File: src/hdl/scsr_pkg.sv
`timescale 1ns / 1ps
package scsr_pkg;

    localparam int CHANNEL_BYTES  = 32;
    localparam int RESPONSE_START = 16;

    localparam int CH_WORDS    = CHANNEL_BYTES / 2;
    localparam int CH_AW       = (CH_WORDS > 1) ? $clog2(CH_WORDS) : 1;
    localparam int FETCH_LIMIT = CH_WORDS * 2;

    localparam int HDR_BYTES = 8;
    localparam int SETUP_LEN = 6;

    localparam logic [7:0] FRAME_END = 8'hFF;
    localparam logic [7:0] TX_ZERO   = 8'h00;

    localparam logic [7:0] CMD_SETUP = 8'd1;
    localparam logic [7:0] CMD_FETCH = 8'd2;
    localparam logic [7:0] CMD_END   = 8'd3;

    localparam int CFG_IDX_W  = 2;
    localparam int CFG_DATA_W = 16;
    localparam logic [CFG_IDX_W-1:0] REG_NODE_ID       = 2'd0;
    localparam logic [CFG_IDX_W-1:0] REG_UPDATE_PERIOD = 2'd1;
    localparam logic [CFG_IDX_W-1:0] REG_CHANNEL_COUNT = 2'd2;

    // Input word layout.
    localparam int IN_RX_POS   = 0;
    localparam int IN_CH_POS   = 8;
    localparam int IN_VAL_POS  = 16;
    localparam int IN_IDLE_POS = 32;
    localparam int IN_W        = 40;

    // Result word layout.
    localparam int OUT_TX_POS     = 0;
    localparam int OUT_CMD_POS    = 8;
    localparam int OUT_FSTATE_POS = 16;
    localparam int OUT_TICK_POS   = 24;
    localparam int OUT_SERIAL_POS = 40;
    localparam int OUT_FLIGHT_POS = 56;
    localparam int OUT_CONN_POS   = 72;
    localparam int OUT_ACC_POS    = 73;
    localparam int OUT_W          = 80;

    typedef enum logic [1:0] {
        TX_KEEP  = 2'd0,
        TX_CONST = 2'd1,
        TX_MEM   = 2'd2
    } tx_mode_t;

    function automatic logic [7:0] setup_byte(input logic [15:0] node_id,
                                              input logic [7:0]  period,
                                              input logic [4:0]  count,
                                              input logic [2:0]  k);
        logic [7:0] b;
        case (k)
            3'd0:    b = node_id[7:0];
            3'd1:    b = node_id[15:8];
            3'd2:    b = ~node_id[7:0];
            3'd3:    b = ~node_id[15:8];
            3'd4:    b = period;
            3'd5:    b = {3'b000, count};
            default: b = TX_ZERO;
        endcase
        return b;
    endfunction

endpackage

File: src/hdl/spi_companion_slave_responder_core.sv
// SPI companion-link slave responder. Each input word is either one received SPI
// byte (tuser 0) or a channel value update (tuser 1); each produces exactly one
// result word with the byte loaded for the next transfer and the captured frame
// header. The block accepts one word per clock cycle unless the output is held;
// each result passes the p1 stage and the output register. The channel table is
// a one-port-write, one-port-read RAM of 16-bit entries with a registered read,
// and per-entry valid bits make entries read as zero after reset without a clearing
// pass. The user writes configuration only while the block is idle; it is not enforced.
`timescale 1ns / 1ps
module spi_companion_slave_responder_core (
    input  logic                            aclk,
    input  logic                            aresetn,
    input  logic                            s_tvalid,
    output logic                            s_tready,
    input  logic [scsr_pkg::IN_W-1:0]       s_tdata,   // rx_byte, channel_index,
                                                       // channel_value, bus_idle
    input  logic                            s_tuser,   // func
    output logic                            m_tvalid,
    input  logic                            m_tready,
    output logic [scsr_pkg::OUT_W-1:0]      m_tdata,   // tx_byte, command, mission_phase,
                                                       // tick, serial_number,
                                                       // flight_number, connected,
                                                       // update_accepted
    input  logic                            cfg_we,
    input  logic [scsr_pkg::CFG_IDX_W-1:0]  cfg_index,
    input  logic [scsr_pkg::CFG_DATA_W-1:0] cfg_wdata
);
    import scsr_pkg::*;

    logic [15:0] node_id_reg;
    logic [7:0]  period_reg;
    logic [4:0]  count_reg;

    logic [7:0] header_reg [HDR_BYTES];
    logic [7:0] frame_reg, frame_next;
    logic [2:0] setup_reg, setup_next;
    logic [7:0] fetch_reg, fetch_next;
    logic [7:0] tx_reg;
    logic [CH_WORDS-1:0] valid_reg;

    logic             p1_valid_reg;
    tx_mode_t         p1_mode_reg, p1_mode_next;
    logic [7:0]       p1_const_reg, p1_const_next;
    logic             p1_hi_reg;
    logic [CH_AW-1:0] p1_addr_reg;
    logic             p1_acc_reg, p1_acc_next;

    logic             m_valid_reg;
    logic [OUT_W-1:0] m_data_reg;

    logic        s_accept, m_free, advance;
    logic [7:0]  rx_byte, ch_index;
    logic [15:0] ch_value;
    logic        bus_idle;
    logic        hdr_we;
    logic [7:0]  cmd;
    logic [7:0]  frame_inc, fetch_inc;
    logic [2:0]  setup_inc;
    logic        respond;
    logic        upd_ok;

    logic             ram_we;
    logic [CH_AW-1:0] ram_raddr;
    logic [15:0]      ram_rdata;
    logic [7:0]       tx_res;
    logic [OUT_W-1:0] out_word;

    assign rx_byte  = s_tdata[IN_RX_POS +: 8];
    assign ch_index = s_tdata[IN_CH_POS +: 8];
    assign ch_value = s_tdata[IN_VAL_POS +: 16];
    assign bus_idle = s_tdata[IN_IDLE_POS];

    assign m_free   = !m_valid_reg || m_tready;
    assign s_tready = !p1_valid_reg || m_free;
    assign s_accept = s_tvalid && s_tready;
    assign advance  = p1_valid_reg && m_free;

    assign hdr_we    = (frame_reg[7:3] == 5'd0);
    assign cmd       = (frame_reg == 8'd0) ? rx_byte : header_reg[0];
    assign frame_inc = frame_reg + 8'd1;
    assign setup_inc = setup_reg + 3'd1;
    assign fetch_inc = fetch_reg + 8'd1;
    assign respond   = ({1'b0, frame_inc} >= 9'(RESPONSE_START));

    assign upd_ok = bus_idle && (ch_index < {3'b000, count_reg})
                    && ({1'b0, ch_index} < 9'(CH_WORDS));
    assign ram_we = s_accept && s_tuser && upd_ok;

    assign ram_raddr = s_accept ? fetch_reg[CH_AW:1] : p1_addr_reg;

    scsr_ram #(
        .WIDTH (16),
        .DEPTH (CH_WORDS)
    ) u_chan_ram (
        .aclk  (aclk),
        .we    (ram_we),
        .waddr (ch_index[CH_AW-1:0]),
        .wdata (ch_value),
        .raddr (ram_raddr),
        .rdata (ram_rdata)
    );

    always_comb begin
        frame_next    = frame_reg;
        setup_next    = setup_reg;
        fetch_next    = fetch_reg;
        p1_mode_next  = TX_KEEP;
        p1_const_next = TX_ZERO;
        p1_acc_next   = 1'b0;
        if (s_tuser) begin
            p1_acc_next = upd_ok;
        end else begin
            frame_next   = frame_inc;
            p1_mode_next = TX_CONST;
            if (cmd == CMD_SETUP && respond) begin
                p1_const_next = setup_byte(node_id_reg, period_reg, count_reg, setup_reg);
                setup_next    = setup_inc;
                if ({1'b0, setup_inc} >= 4'(SETUP_LEN)) begin
                    setup_next = 3'd0;
                    frame_next = FRAME_END;
                end
            end else if (cmd == CMD_FETCH && respond) begin
                if ({1'b0, fetch_reg} < 9'(FETCH_LIMIT)) begin
                    p1_mode_next = TX_MEM;
                end
                fetch_next = fetch_inc;
                if (fetch_inc >= {2'b00, count_reg, 1'b0}) begin
                    fetch_next = 8'd0;
                    frame_next = FRAME_END;
                end
            end else if (cmd == CMD_END && respond) begin
                frame_next = FRAME_END;
            end
        end
    end

    always_comb begin
        case (p1_mode_reg)
            TX_CONST: tx_res = p1_const_reg;
            TX_MEM:   tx_res = valid_reg[p1_addr_reg]
                               ? (p1_hi_reg ? ram_rdata[15:8] : ram_rdata[7:0]) : TX_ZERO;
            default:  tx_res = tx_reg;
        endcase
    end

    always_comb begin
        out_word = '0;
        out_word[OUT_TX_POS +: 8]      = tx_res;
        out_word[OUT_CMD_POS +: 8]     = header_reg[0];
        out_word[OUT_FSTATE_POS +: 8]  = header_reg[1];
        out_word[OUT_TICK_POS +: 16]   = {header_reg[3], header_reg[2]};
        out_word[OUT_SERIAL_POS +: 16] = {header_reg[5], header_reg[4]};
        out_word[OUT_FLIGHT_POS +: 16] = {header_reg[7], header_reg[6]};
        out_word[OUT_CONN_POS]         = (header_reg[0] > 8'd1);
        out_word[OUT_ACC_POS]          = p1_acc_reg;
    end

    always_ff @(posedge aclk) begin
        if (!aresetn) begin
            node_id_reg  <= 16'd0;
            period_reg   <= 8'd0;
            count_reg    <= 5'd1;
            frame_reg    <= 8'd0;
            setup_reg    <= 3'd0;
            fetch_reg    <= 8'd0;
            tx_reg       <= TX_ZERO;
            valid_reg    <= '0;
            p1_valid_reg <= 1'b0;
            m_valid_reg  <= 1'b0;
            for (int i = 0; i < HDR_BYTES; i++) begin
                header_reg[i] <= 8'd0;
            end
        end else begin
            if (s_accept) begin
                frame_reg <= frame_next;
                setup_reg <= setup_next;
                fetch_reg <= fetch_next;
                if (!s_tuser && hdr_we) begin
                    header_reg[frame_reg[2:0]] <= rx_byte;
                end
                if (ram_we) begin
                    valid_reg[ch_index[CH_AW-1:0]] <= 1'b1;
                end
            end
            if (cfg_we) begin
                case (cfg_index)
                    REG_NODE_ID: begin
                        node_id_reg <= cfg_wdata;
                        frame_reg   <= 8'd0;
                        setup_reg   <= 3'd0;
                        fetch_reg   <= 8'd0;
                    end
                    REG_UPDATE_PERIOD: begin
                        period_reg <= cfg_wdata[7:0];
                        frame_reg  <= 8'd0;
                        setup_reg  <= 3'd0;
                        fetch_reg  <= 8'd0;
                    end
                    REG_CHANNEL_COUNT: begin
                        count_reg <= cfg_wdata[4:0];
                        frame_reg <= 8'd0;
                        setup_reg <= 3'd0;
                        fetch_reg <= 8'd0;
                    end
                    default: begin
                    end
                endcase
            end
            if (s_accept) begin
                p1_valid_reg <= 1'b1;
            end else if (advance) begin
                p1_valid_reg <= 1'b0;
            end
            if (advance) begin
                m_valid_reg <= 1'b1;
                tx_reg      <= tx_res;
            end else if (m_tready) begin
                m_valid_reg <= 1'b0;
            end
        end
    end

    always_ff @(posedge aclk) begin
        if (s_accept) begin
            p1_mode_reg  <= p1_mode_next;
            p1_const_reg <= p1_const_next;
            p1_hi_reg    <= fetch_reg[0];
            p1_addr_reg  <= fetch_reg[CH_AW:1];
            p1_acc_reg   <= p1_acc_next;
        end
        if (advance) begin
            m_data_reg <= out_word;
        end
    end

    assign m_tvalid = m_valid_reg;
    assign m_tdata  = m_data_reg;

endmodule

File: src/hdl/scsr_ram.sv
`timescale 1ns / 1ps
module scsr_ram #(
    parameter int WIDTH = 16,
    parameter int DEPTH = 16
) (
    input  logic                                      aclk,
    input  logic                                      we,
    input  logic [((DEPTH > 1) ? $clog2(DEPTH) : 1)-1:0] waddr,
    input  logic [WIDTH-1:0]                          wdata,
    input  logic [((DEPTH > 1) ? $clog2(DEPTH) : 1)-1:0] raddr,
    output logic [WIDTH-1:0]                          rdata
);

    logic [WIDTH-1:0] mem [DEPTH];

    always_ff @(posedge aclk) begin
        if (we) begin
            mem[waddr] <= wdata;
        end
        rdata <= mem[raddr];
    end

endmodule

File: config.mk
export PLATFORM = sky130hd
export DESIGN_NAME = spi_companion_slave_responder_core
export DESIGN_NICKNAME = d
export VERILOG_FILES = /design/src/hdl/scsr_pkg.sv /design/src/hdl/spi_companion_slave_responder_core.sv /design/src/hdl/scsr_ram.sv
export SDC_FILE = /design/constraint.sdc
export NUM_CORES = 1
export LEC_CHECK = 0
export BUFFER_PORTS_ARGS = -buffer_cell sky130_fd_sc_hd__buf_2
export CORE_UTILIZATION = 50
export CTS_CLUSTER_SIZE = 12
export DETAILED_ROUTE_END_ITERATION = 10
export GPL_ROUTABILITY_DRIVEN = 0
export PLACE_DENSITY = 0.66
export SETUP_SLACK_MARGIN = 0.5
export SLEW_MARGIN = 25
export SYNTH_ARGS = -nofsm -noshare
export SYNTH_HDL_FRONTEND = slang
export SYNTH_SLANG_ARGS = --single-unit
File: constraint.sdc
create_clock -name aclk -period 7.1 [get_ports aclk]
set_clock_uncertainty 0.1 [all_clocks]
set_input_delay 0.355 -clock aclk [delete_from_list [all_inputs] [get_ports aclk]]
set_output_delay 0.355 -clock aclk [all_outputs]
set_load 0.01 [all_outputs]
======== Word level (Yosys, flattened, before mapping) ========
Memory sizes are Yosys's and may differ from the RTL's. A register that Yosys moved wholly into a read port is not among the register bits.
Cells that the tools add are included.
cells by class
  add/subtract/negate cells ............... 3
  $lt $le $gt $ge ......................... 10
  eq/ne operators ......................... 12
  multiplexer cells ....................... 49
  bitwise logic cells ..................... 5
  reductions and logical operators ........ 30
operators by type and width
  operator                                                    count
  two-way mux 8 bit                                           20
  case mux 8 bit (6 select lines)                             1
  two-way mux 3 bit                                           7
  adder 8 x 1 -> 8 bit, second input constant                 2
  == test 8 x 2 -> 1 bit, second input constant               2
  two-way mux 1 bit                                           16
  inverter 8 bit                                              2
  OR 16 bit                                                   1
  case mux 8 bit (2 select lines)                             1
  logical AND 1 bit                                           11
  less-than comparator 4 x 5 -> 1 bit, second input constant  2
  == test 8 x 1 -> 1 bit, second input constant               1
  >= comparator 8 x 5 -> 1 bit, second input constant         1
  >= comparator 8 x 6 -> 1 bit                                1
  > comparator 8 x 1 -> 1 bit, second input constant          1
  logical NOT 8 bit                                           1
  less-than comparator 8 x 5 -> 1 bit                         1
  less-than comparator 8 x 5 -> 1 bit, second input constant  1
  less-than comparator 8 x 6 -> 1 bit, second input constant  1
  AND reduction 2 bit                                         4
  OR reduction 8 bit                                          1
  == test 3 x 2 -> 1 bit, second input constant               2
  == test 3 bit, second input constant                        2
  OR reduction 3 bit                                          2
  other kinds (18)                                            25
word-level totals
  bits in registers ....................... 164
  bits in writable memories ............... 320
  input port bits ......................... 64
  memories ................................ 2
memory list
  name            depth  width  read ports  clocked after memory_dff  wr ports  RTL line                                  source
  u_chan_ram.mem  16     16     1           1                         1         scsr_ram.sv:14                            logic [WIDTH-1:0] mem [DEPTH];
  header_reg      8      8      8           7                         8         spi_companion_slave_responder_core.sv:34  logic [7:0] header_reg [HDR_BYTES];

======== Longest topological paths before layout ========
Gate-level depths: netlist (run 1).
  depth after elaboration ................. 11
  depth in mapped cells ................... 10
  mapped depth without buffers ............ 10

======== Cells and area by module ========
Synthesis (run 1) repeated with hierarchy kept, for this count alone.
second synthesis, totals
  cells, all modules ...................... 1236
  area, all modules ....................... 19787.7 sq um
by module, submodules not included
  module                              times used  cells each  area an instance (sq um)  sequential area each (sq um)
  scsr_ram                            1           432         10042.1                   8007.7
  spi_companion_slave_responder_core  1           804         9745.6                    6065.8

======== Least setup slack after synthesis (run 1) ========
No wires, ideal clock.
  kind .................................... register to register
  start ................................... register count_reg[1]
  end ..................................... memory u_chan_ram.mem[12][0], enable pin
  setup time .............................. 0.431 ns
  arrival time ............................ 3.238 ns
  path slack .............................. 3.331 ns
  cell stages (with the launch flop) ...... 8
  path buffers ............................ 0
  period minus slack after synthesis ...... 3.769 ns
  cells stage by stage .................... dfxtp_1 -> inv_1 -> ha_1 -> a21o_1 -> a21o_1 -> a21oi_1 -> o2111ai_1 -> nor4_1
on the way
  word-level cells in the longest chain between the ends .. 6
ends and longest elaborated chain
  element                                  RTL line                                   source
  start, declared                          spi_companion_slave_responder_core.sv:32   logic [4:0] count_reg;
  start signal, assigned                   spi_companion_slave_responder_core.sv:200  count_reg <= cfg_wdata[4:0];
  less-than comparator 8 x 5 -> 1 bit      spi_companion_slave_responder_core.sv:85   assign upd_ok = bus_idle && (ch_index < {3'b000, count_reg})
  logical AND 1 bit                        spi_companion_slave_responder_core.sv:85
  logical AND 1 bit                        spi_companion_slave_responder_core.sv:86   && ({1'b0, ch_index} < 9'(CH_WORDS));
  logical AND 1 bit                        spi_companion_slave_responder_core.sv:87   assign ram_we = s_accept && s_tuser && upd_ok;
  two-way mux 1 bit                        scsr_ram.sv:17                             if (we) begin
  two-way mux 1 bit (implied by the code)  scsr_ram.sv:18                             mem[waddr] <= wdata;
  end, declared                            scsr_ram.sv:14
Every way passes these cells.

======== Final worst setup path (run 1) ========
  start ................................... input m_tready
  end ..................................... memory u_chan_ram.mem[5][9], enable pin
on the way
  word-level cells in the longest chain between the ends .. 7
ends and longest elaborated chain
  element                                  RTL line                                  source
  start, declared                          spi_companion_slave_responder_core.sv:19  input logic m_tready,
  logical OR 1 bit                         spi_companion_slave_responder_core.sv:73  assign m_free = !m_valid_reg || m_tready;
  logical OR 1 bit                         spi_companion_slave_responder_core.sv:74  assign s_tready = !p1_valid_reg || m_free;
  logical AND 1 bit                        spi_companion_slave_responder_core.sv:75  assign s_accept = s_tvalid && s_tready;
  net s_accept                             spi_companion_slave_responder_core.sv:51  logic s_accept, m_free, advance;
  logical AND 1 bit (2 in series)          spi_companion_slave_responder_core.sv:87
  two-way mux 1 bit                        scsr_ram.sv:17
  two-way mux 1 bit (implied by the code)  scsr_ram.sv:18
The timed path passes the listed nets, and every way through them passes these cells.

==> impl_metrics.toml, run 1 <==
[synth]
synth_top_area_share_pct = 60.4
syn_area_sq_um = 20200
syn_area_per_cell_sq_um = 13.8
ys_seq_area_share_pct = 69.7
synth_edf_count = 406
ys_seq_elements = 500
synth_commonest_cells = "edfxtp_1 (406), nand3_1 (137), nand2_1 (116), dfxtp_1 (94), mux2i_1 (87)"
synth_most_common_cell = "edfxtp_1"
async_flop_share_pct = 0
yosys.cell_types.count = 65
postSynthCellCount = 1468
synthTopCellsByArea = "edfxtp_1 (60%), dfxtp_1 (9.3%), mux2i_1 (4.3%)"
yosys_warnings = 0
synth_top_area_cell = "edfxtp_1"
ys.flop_type = "edfxtp_1"

[clocking]
htreeDepth = 2
clk_pin_slew_worst_paths_ns = 0.06
cts_max_path_buffers = 3
worstSkewPairLatency_ns = 0.60
cts.repair.resized = 0
cts_tree = "done"
root_buffer = "clkbuf_16"
cts_made_buffers = 52
clock-sinks = 500

[floorplanning]
dieWidth_um = 203
start_util_pct = 50.7
core-area_sq_um = 39800
dieArea_sq_um = 41200
die_y_um = 203
num_rows = 73
ios = 146

[final_layout]
num-fill-cells = 3165
nNetsFinal = 1709
drive_gt1_share_pct = 18.9
antenna_cells = 0
syn2layout_area_growth_pct = 15.4
largest_register_ffs = 256
final_area_sq_um = 23300
final_util_pct = 58.5

[power]
power_density_nw_per_um2 = 254
vdd_drop_max_mv = 0.221
power.leakage_nw = 8.15

[timing]
timing.final.crit_period_ns = 3.93
report.final.setup_viol = 0
rsz0062_at_grt = "no"
hold_viol_final = 0
fin_setup_tns_ns = 0
drv_slew = 0
post-route-period-util_pct = 55.3
worst_pin_slew_ns = 1.12
timing.slew.headroom_pct = 25.4
maxClockFrequency_mhz = 255

[setup_path]
criticalPathCategory = "primary input to register"
rr_worst_depth = 7
crit_path_start_kind = "primary input"
reg2reg_slack_ns = 3.26
worstPathRequired_ns = 7.28
arrival_ns = 4.11
cp-end-kind = "register"
worstPathMaxFanout = 15

[drt]
dr.pass1.iters = 5
via_per_inst = 5.74
ant_nets = 0
finalWirelength_um = 45700
remaining_drc_errors = 0
num_vias = 12600
wl_per_cell_um = 20.9
drt_iter0_drc = 1139

[outcome]
status = "finished clean"

[run]
cap_viol_max_count = 0

[global_routing]
track_usage_pct = 22.2
globalRouteOverflowTotal = 0
grt_pass1_wl_um = 69400
antenna_found_initial = 3
grt_pass1_vias = 12000
grt_max_degree = 76

[placed_design]
port_buffers = 132
hpwl_um = 27600
dpl_cell_area_sq_um = 21600

[hold_path]
holdPathStages = 1
hold_path_class = "primary input to register"
kinds of logic (layout without fill, tap and decap cells):
| family | Yosys count | count (layout) | synth area share, % |
|---|---|---|---|
| muxes | 126 | 126 | 6.78 |
| DFF | 500 | 500 | 69.7 |
| and+or+nand+nor | 463 | 463 | 11.8 |
| other | 1 | 6 | 0.0186 |
| buffers and inverters | 117 | 308 | 2.39 |
| adders and majority gates | 20 | 20 | 1.24 |
| xor gates and xnor gates | 4 | 4 | 0.173 |
| AOI/OAI and AO/OA | 237 | 237 | 7.87 |
power by group:
part | internal (mW) | switching [mW] | leakage (nW)
sequential | 3.21 | 0.0193 | 4.56
combinational | 0.0612 | 0.126 | 2.84
clock | 1.41 | 1.09 | 0.752
final cells by class:
| class | instances | area (sq um) | area share, % |
|---|---|---|---|
| clock buffer | 74 | 1400 | 6.02 |
| clock inverter | 19 | 146 | 0.628 |
| tap | 525 | 657 | 2.82 |
| inverter | 34 | 128 | 0.548 |
| multi-input combinational | 856 | 5830 | 25.0 |
| sequential | 500 | 14100 | 60.4 |
| timing repair buffer | 181 | 1070 | 4.60 |
per-layer routing:
| metal | wire length [um] | GRT usage, % | vias up | part of all wire (%) |
|---|---|---|---|---|
| li1 | - | - | 5862 | - |
| met1 | 20400 | 31.1 | 6222 | 45 |
| met2 | 21500 | 35.0 | 394 | 47 |
| met3 | 2650 | 3.88 | 79 | 5.8 |
| met4 | 1110 | 7.41 | 6 | 2.4 |
| met5 | 45 | 0 | - | 0.099 |
through the flow:
stage	setup WS, ns	hold WS, ns	power, mW	instances
3_3_place_gp	2.95	0.301	3.47	2079
4_1_cts	3.03	0.00941	5.97	2189
3_5_place_dp	2.99	0.305	3.47	2079
5_1_grt	3.00	0.0264	6.10	2189
6_report	3.17	0.0414	5.93	2189
2_1_floorplan	3.33	0.300	3.38	1473
final timing paths:
check / from / end
worst max-delay path: m_tready / u_chan_ram.mem[5][9]
worst min-delay path: s_tdata[19] / u_chan_ram.mem[12][3]
worst max register to register: m_tvalid / u_chan_ram.mem[5][9]
worst min register to register: header_reg[7][4] / m_tdata[68]
critical path, stage by stage:
cell           delay (ns)
dlygate4sd3_1        0.55
buf_2                0.13
and3b_1              0.27
inv_2                0.18
nand2_1              0.15
inv_1                0.61
o2111ai_2            0.53
nor3_2               0.96
buf_4                0.37
cell usage in the layout (no fill, tap or decap), types with 5 or more instances in the layout:
cell / count
clkinv_1: 11
o211ai_1: 7
o21ai_0: 78
a31o_2: 5
a21oi_1: 34
buf_2: 132
o2111ai_1: 32
nand2_1: 115
edfxtp_1: 406
nand3b_1: 7
a32oi_1: 16
clkbuf_16: 52
nor4_2: 5
ha_1: 20
mux2i_1: 86
dlygate4sd3_1: 17
inv_1: 30
nand4_1: 7
nor2b_1: 16
o21ai_1: 8
clkbuf_1: 20
nand2b_1: 20
nor2_1: 32
nor3_2: 11
dfxtp_1: 94
a31oi_1: 9
mux4_2: 5
and3_1: 9
conb_1: 6
a21boi_0: 18
mux2_2: 33
buf_4: 32
nand3_1: 136
and2_1: 66
nor3_1: 10
timing repair:
| action | in CTS | in global routing |
|---|---|---|
| setup buffers | 0 | 0 |
| hold buffers | 17 | 0 |
| hold endpoints to repair | 30 | 0 |
No activity file was read; power rests on OpenSTA's default activity.
==> run 2, diff against run 1 <==
--- a/config.mk
+++ b/config.mk
@@ -5,12 +5,13 @@
 export SDC_FILE = /design/constraint.sdc
 export NUM_CORES = 1
 export LEC_CHECK = 0
+export ABC_AREA = 1
 export BUFFER_PORTS_ARGS = -buffer_cell sky130_fd_sc_hd__buf_2
 export CORE_UTILIZATION = 50
 export CTS_CLUSTER_SIZE = 12
 export DETAILED_ROUTE_END_ITERATION = 10
 export GPL_ROUTABILITY_DRIVEN = 0
-export PLACE_DENSITY = 0.66
+export PLACE_DENSITY = 0.69
 export SETUP_SLACK_MARGIN = 0.5
 export SLEW_MARGIN = 25
 export SYNTH_ARGS = -nofsm -noshare
==> constraint.sdc (replaced) <==
create_clock -name aclk -period 3.6 [get_ports aclk]
set_clock_uncertainty 0.1 [all_clocks]
set_input_delay 0.18 -clock aclk [delete_from_list [all_inputs] [get_ports aclk]]
set_output_delay 0.18 -clock aclk [all_outputs]
set_load 0.01 [all_outputs]
==> run 2 against run 1 <==
Effect of this change:
- worst hold slack lost 0.0043 ns
- clock power grew 110%
- first-iteration DRC count down 21%
- largest cell class unchanged
- clock-buffer cell count increased by 8
- die area shrank 0.82%
==> impl_metrics.toml, run 2 <==
[floorplanning]
start_util_pct = 51.2
core-area_sq_um = 39100
dieArea_sq_um = 40900
num_rows = 72
dieWidth_um = 202
die_y_um = 202
ios = 146

[global_routing]
grt_pass1_wl_um = 69500
grt_pass1_vias = 12600
antenna_found_initial = 1
globalRouteOverflowTotal = 0
grt_max_degree = 69
track_usage_pct = 22.2

[clocking]
cts_setup_buffers = 0
worstSkewPairLatency_ns = 0.59
clock-sinks = 500
clk_pin_slew_worst_paths_ns = 0.06
cts_tree = "done"
cts_made_buffers = 51
htreeDepth = 2
root_buffer = "clkbuf_16"
cts_max_path_buffers = 3

[timing]
worst_pin_slew_ns = 0.797
report.final.setup_viol = 0
fin_setup_tns_ns = 0
setup_ws_ns = 0.758
hold_viol_final = 0
rsz0062_at_grt = "no"
maxClockFrequency_mhz = 352
post-route-period-util_pct = 78.9
timing.final.crit_period_ns = 2.84
whs_ns = 0.0371
timing.slew.headroom_pct = 46.9
drv_slew = 0

[synth]
synth_commonest_cells = "edfxtp_1 (406), nor2_1 (245), nand2_1 (224), inv_1 (178), o211ai_1 (121)"
yosys_warnings = 0
yosys.cell_types.count = 39
syn_area_sq_um = 20000
postSynthCellCount = 1716
ys_seq_area_share_pct = 70.3
synth_edf_count = 406
synth_most_common_cell = "edfxtp_1"
synth_top_area_cell = "edfxtp_1"
synth_top_area_share_pct = 60.9
synthTopCellsByArea = "edfxtp_1 (61%), dfxtp_1 (9.4%), nor2_1 (4.6%)"
async_flop_share_pct = 0
ys.flop_type = "edfxtp_1"
syn_area_per_cell_sq_um = 11.7
ys_seq_elements = 500

[run]
cap_viol_max_count = 0

[power]
power_mw = 12.1
power.leakage_nw = 8.95
vdd_drop_max_mv = 0.381
power_density_nw_per_um2 = 515

[setup_path]
worstPathMaxFanout = 64
crit_path_start_kind = "register"
cp-end-kind = "register"
worstPathRequired_ns = 3.97
rr_worst_depth = 10
criticalPathCategory = "register to register"
arrival_ns = 3.21

[outcome]
status = "finished clean"

[final_layout]
syn2layout_area_growth_pct = 17.8
num-fill-cells = 3075
antenna_cells = 0
instances_no_fill = 2482
drive_gt1_share_pct = 15.0
largest_register_ffs = 256
final_util_pct = 60.4
nNetsFinal = 2008
final_area_sq_um = 23600
final_common_cell = "edfxtp_1"
final_cell_mix = "edfxtp_1 (406), nor2_1 (241), nand2_1 (224)"

[drt]
drt_iter0_drc = 897
dr.pass1.iters = 5
wl_per_cell_um = 18.1
finalWirelength_um = 44900
num_vias = 13300
remaining_drc_errors = 0
ant_nets = 0
via_per_inst = 5.35

[placed_design]
hpwl_um = 27100
port_buffers = 132
numPlacedInstances = 2335
dpl_cell_area_sq_um = 21400
place_ws_ns = 0.780

[hold_path]
holdPathStages = 3
hold_path_class = "primary input to register"
[run 2: worst paths after layout]
check | from | to | slack (ns)
worst max-delay path | m_tvalid | u_chan_ram.rdata[2] | 0.76
worst min-delay path | s_tdata[2] | header_reg[3][2] | 0.04
worst max register to register | m_tvalid | u_chan_ram.rdata[2] | 0.76
worst min register to register | header_reg[4][1] | m_tdata[41] | 0.32
[run 2: final cells by class]
class	instances	area [sq um]	area share, %
inverter	187	703	2.98
clock buffer	82	1480	6.28
tap	518	648	2.75
sequential	500	14100	59.6
multi-input combinational	961	4960	21.0
clock inverter	11	196	0.832
timing repair buffer	223	1530	6.50
[run 2: kinds of logic (layout without fill, tap and decap cells)]
logic type / after synthesis / after routing / share of synthesized area [%]
multiplexers: 8 / 8 / 0.450
buffers and inverters: 261 / 503 / 5.60
other: 1 / 6 / 0.0187
flip-flops: 500 / 500 / 70.3
adder cells (fa/ha/maj): 20 / 20 / 1.25
AND/OR/NAND/NOR: 601 / 601 / 12.5
XOR/XNOR: 5 / 5 / 0.219
AO/OA/AOI/OAI: 320 / 321 / 9.73
[run 2: what timing repair did]
item,CTS,global route
hold buffers,53,0
endpoints found under the hold margin,327,0
gates resized for setup,0,2
endpoints found under the setup margin,0,1
[run 2: report_power, final]
part | internal (mW) | leakage, nW | switching (mW)
Sequential | 6.36 | 4.56 | 0.0467
Clock | 3.11 | 0.810 | 2.12
Combinational | 0.170 | 3.58 | 0.341
[run 2: critical path: stages (launching register included)]
cell and delay (ns):
dfxtp_1 0.43, nand3_2 0.13, nand2_2 0.42, nand2_1 0.33, o21ai_4 0.29, clkinv_1 0.18
buf_6 0.30, o211ai_1 0.18, o211ai_1 0.14, nand3_1 0.11, nand2_1 0.06
[run 2: metal layers]
| layer | global-route usage, % | up-vias | routed length (um) |
|---|---|---|---|
| li1 | - | 6393 | - |
| met1 | 29.6 | 6326 | 19300 |
| met2 | 36.8 | 455 | 21400 |
| met3 | 3.84 | 91 | 3040 |
| met4 | 7.30 | 2 | 1210 |
| met5 | 0 | - | 11 |
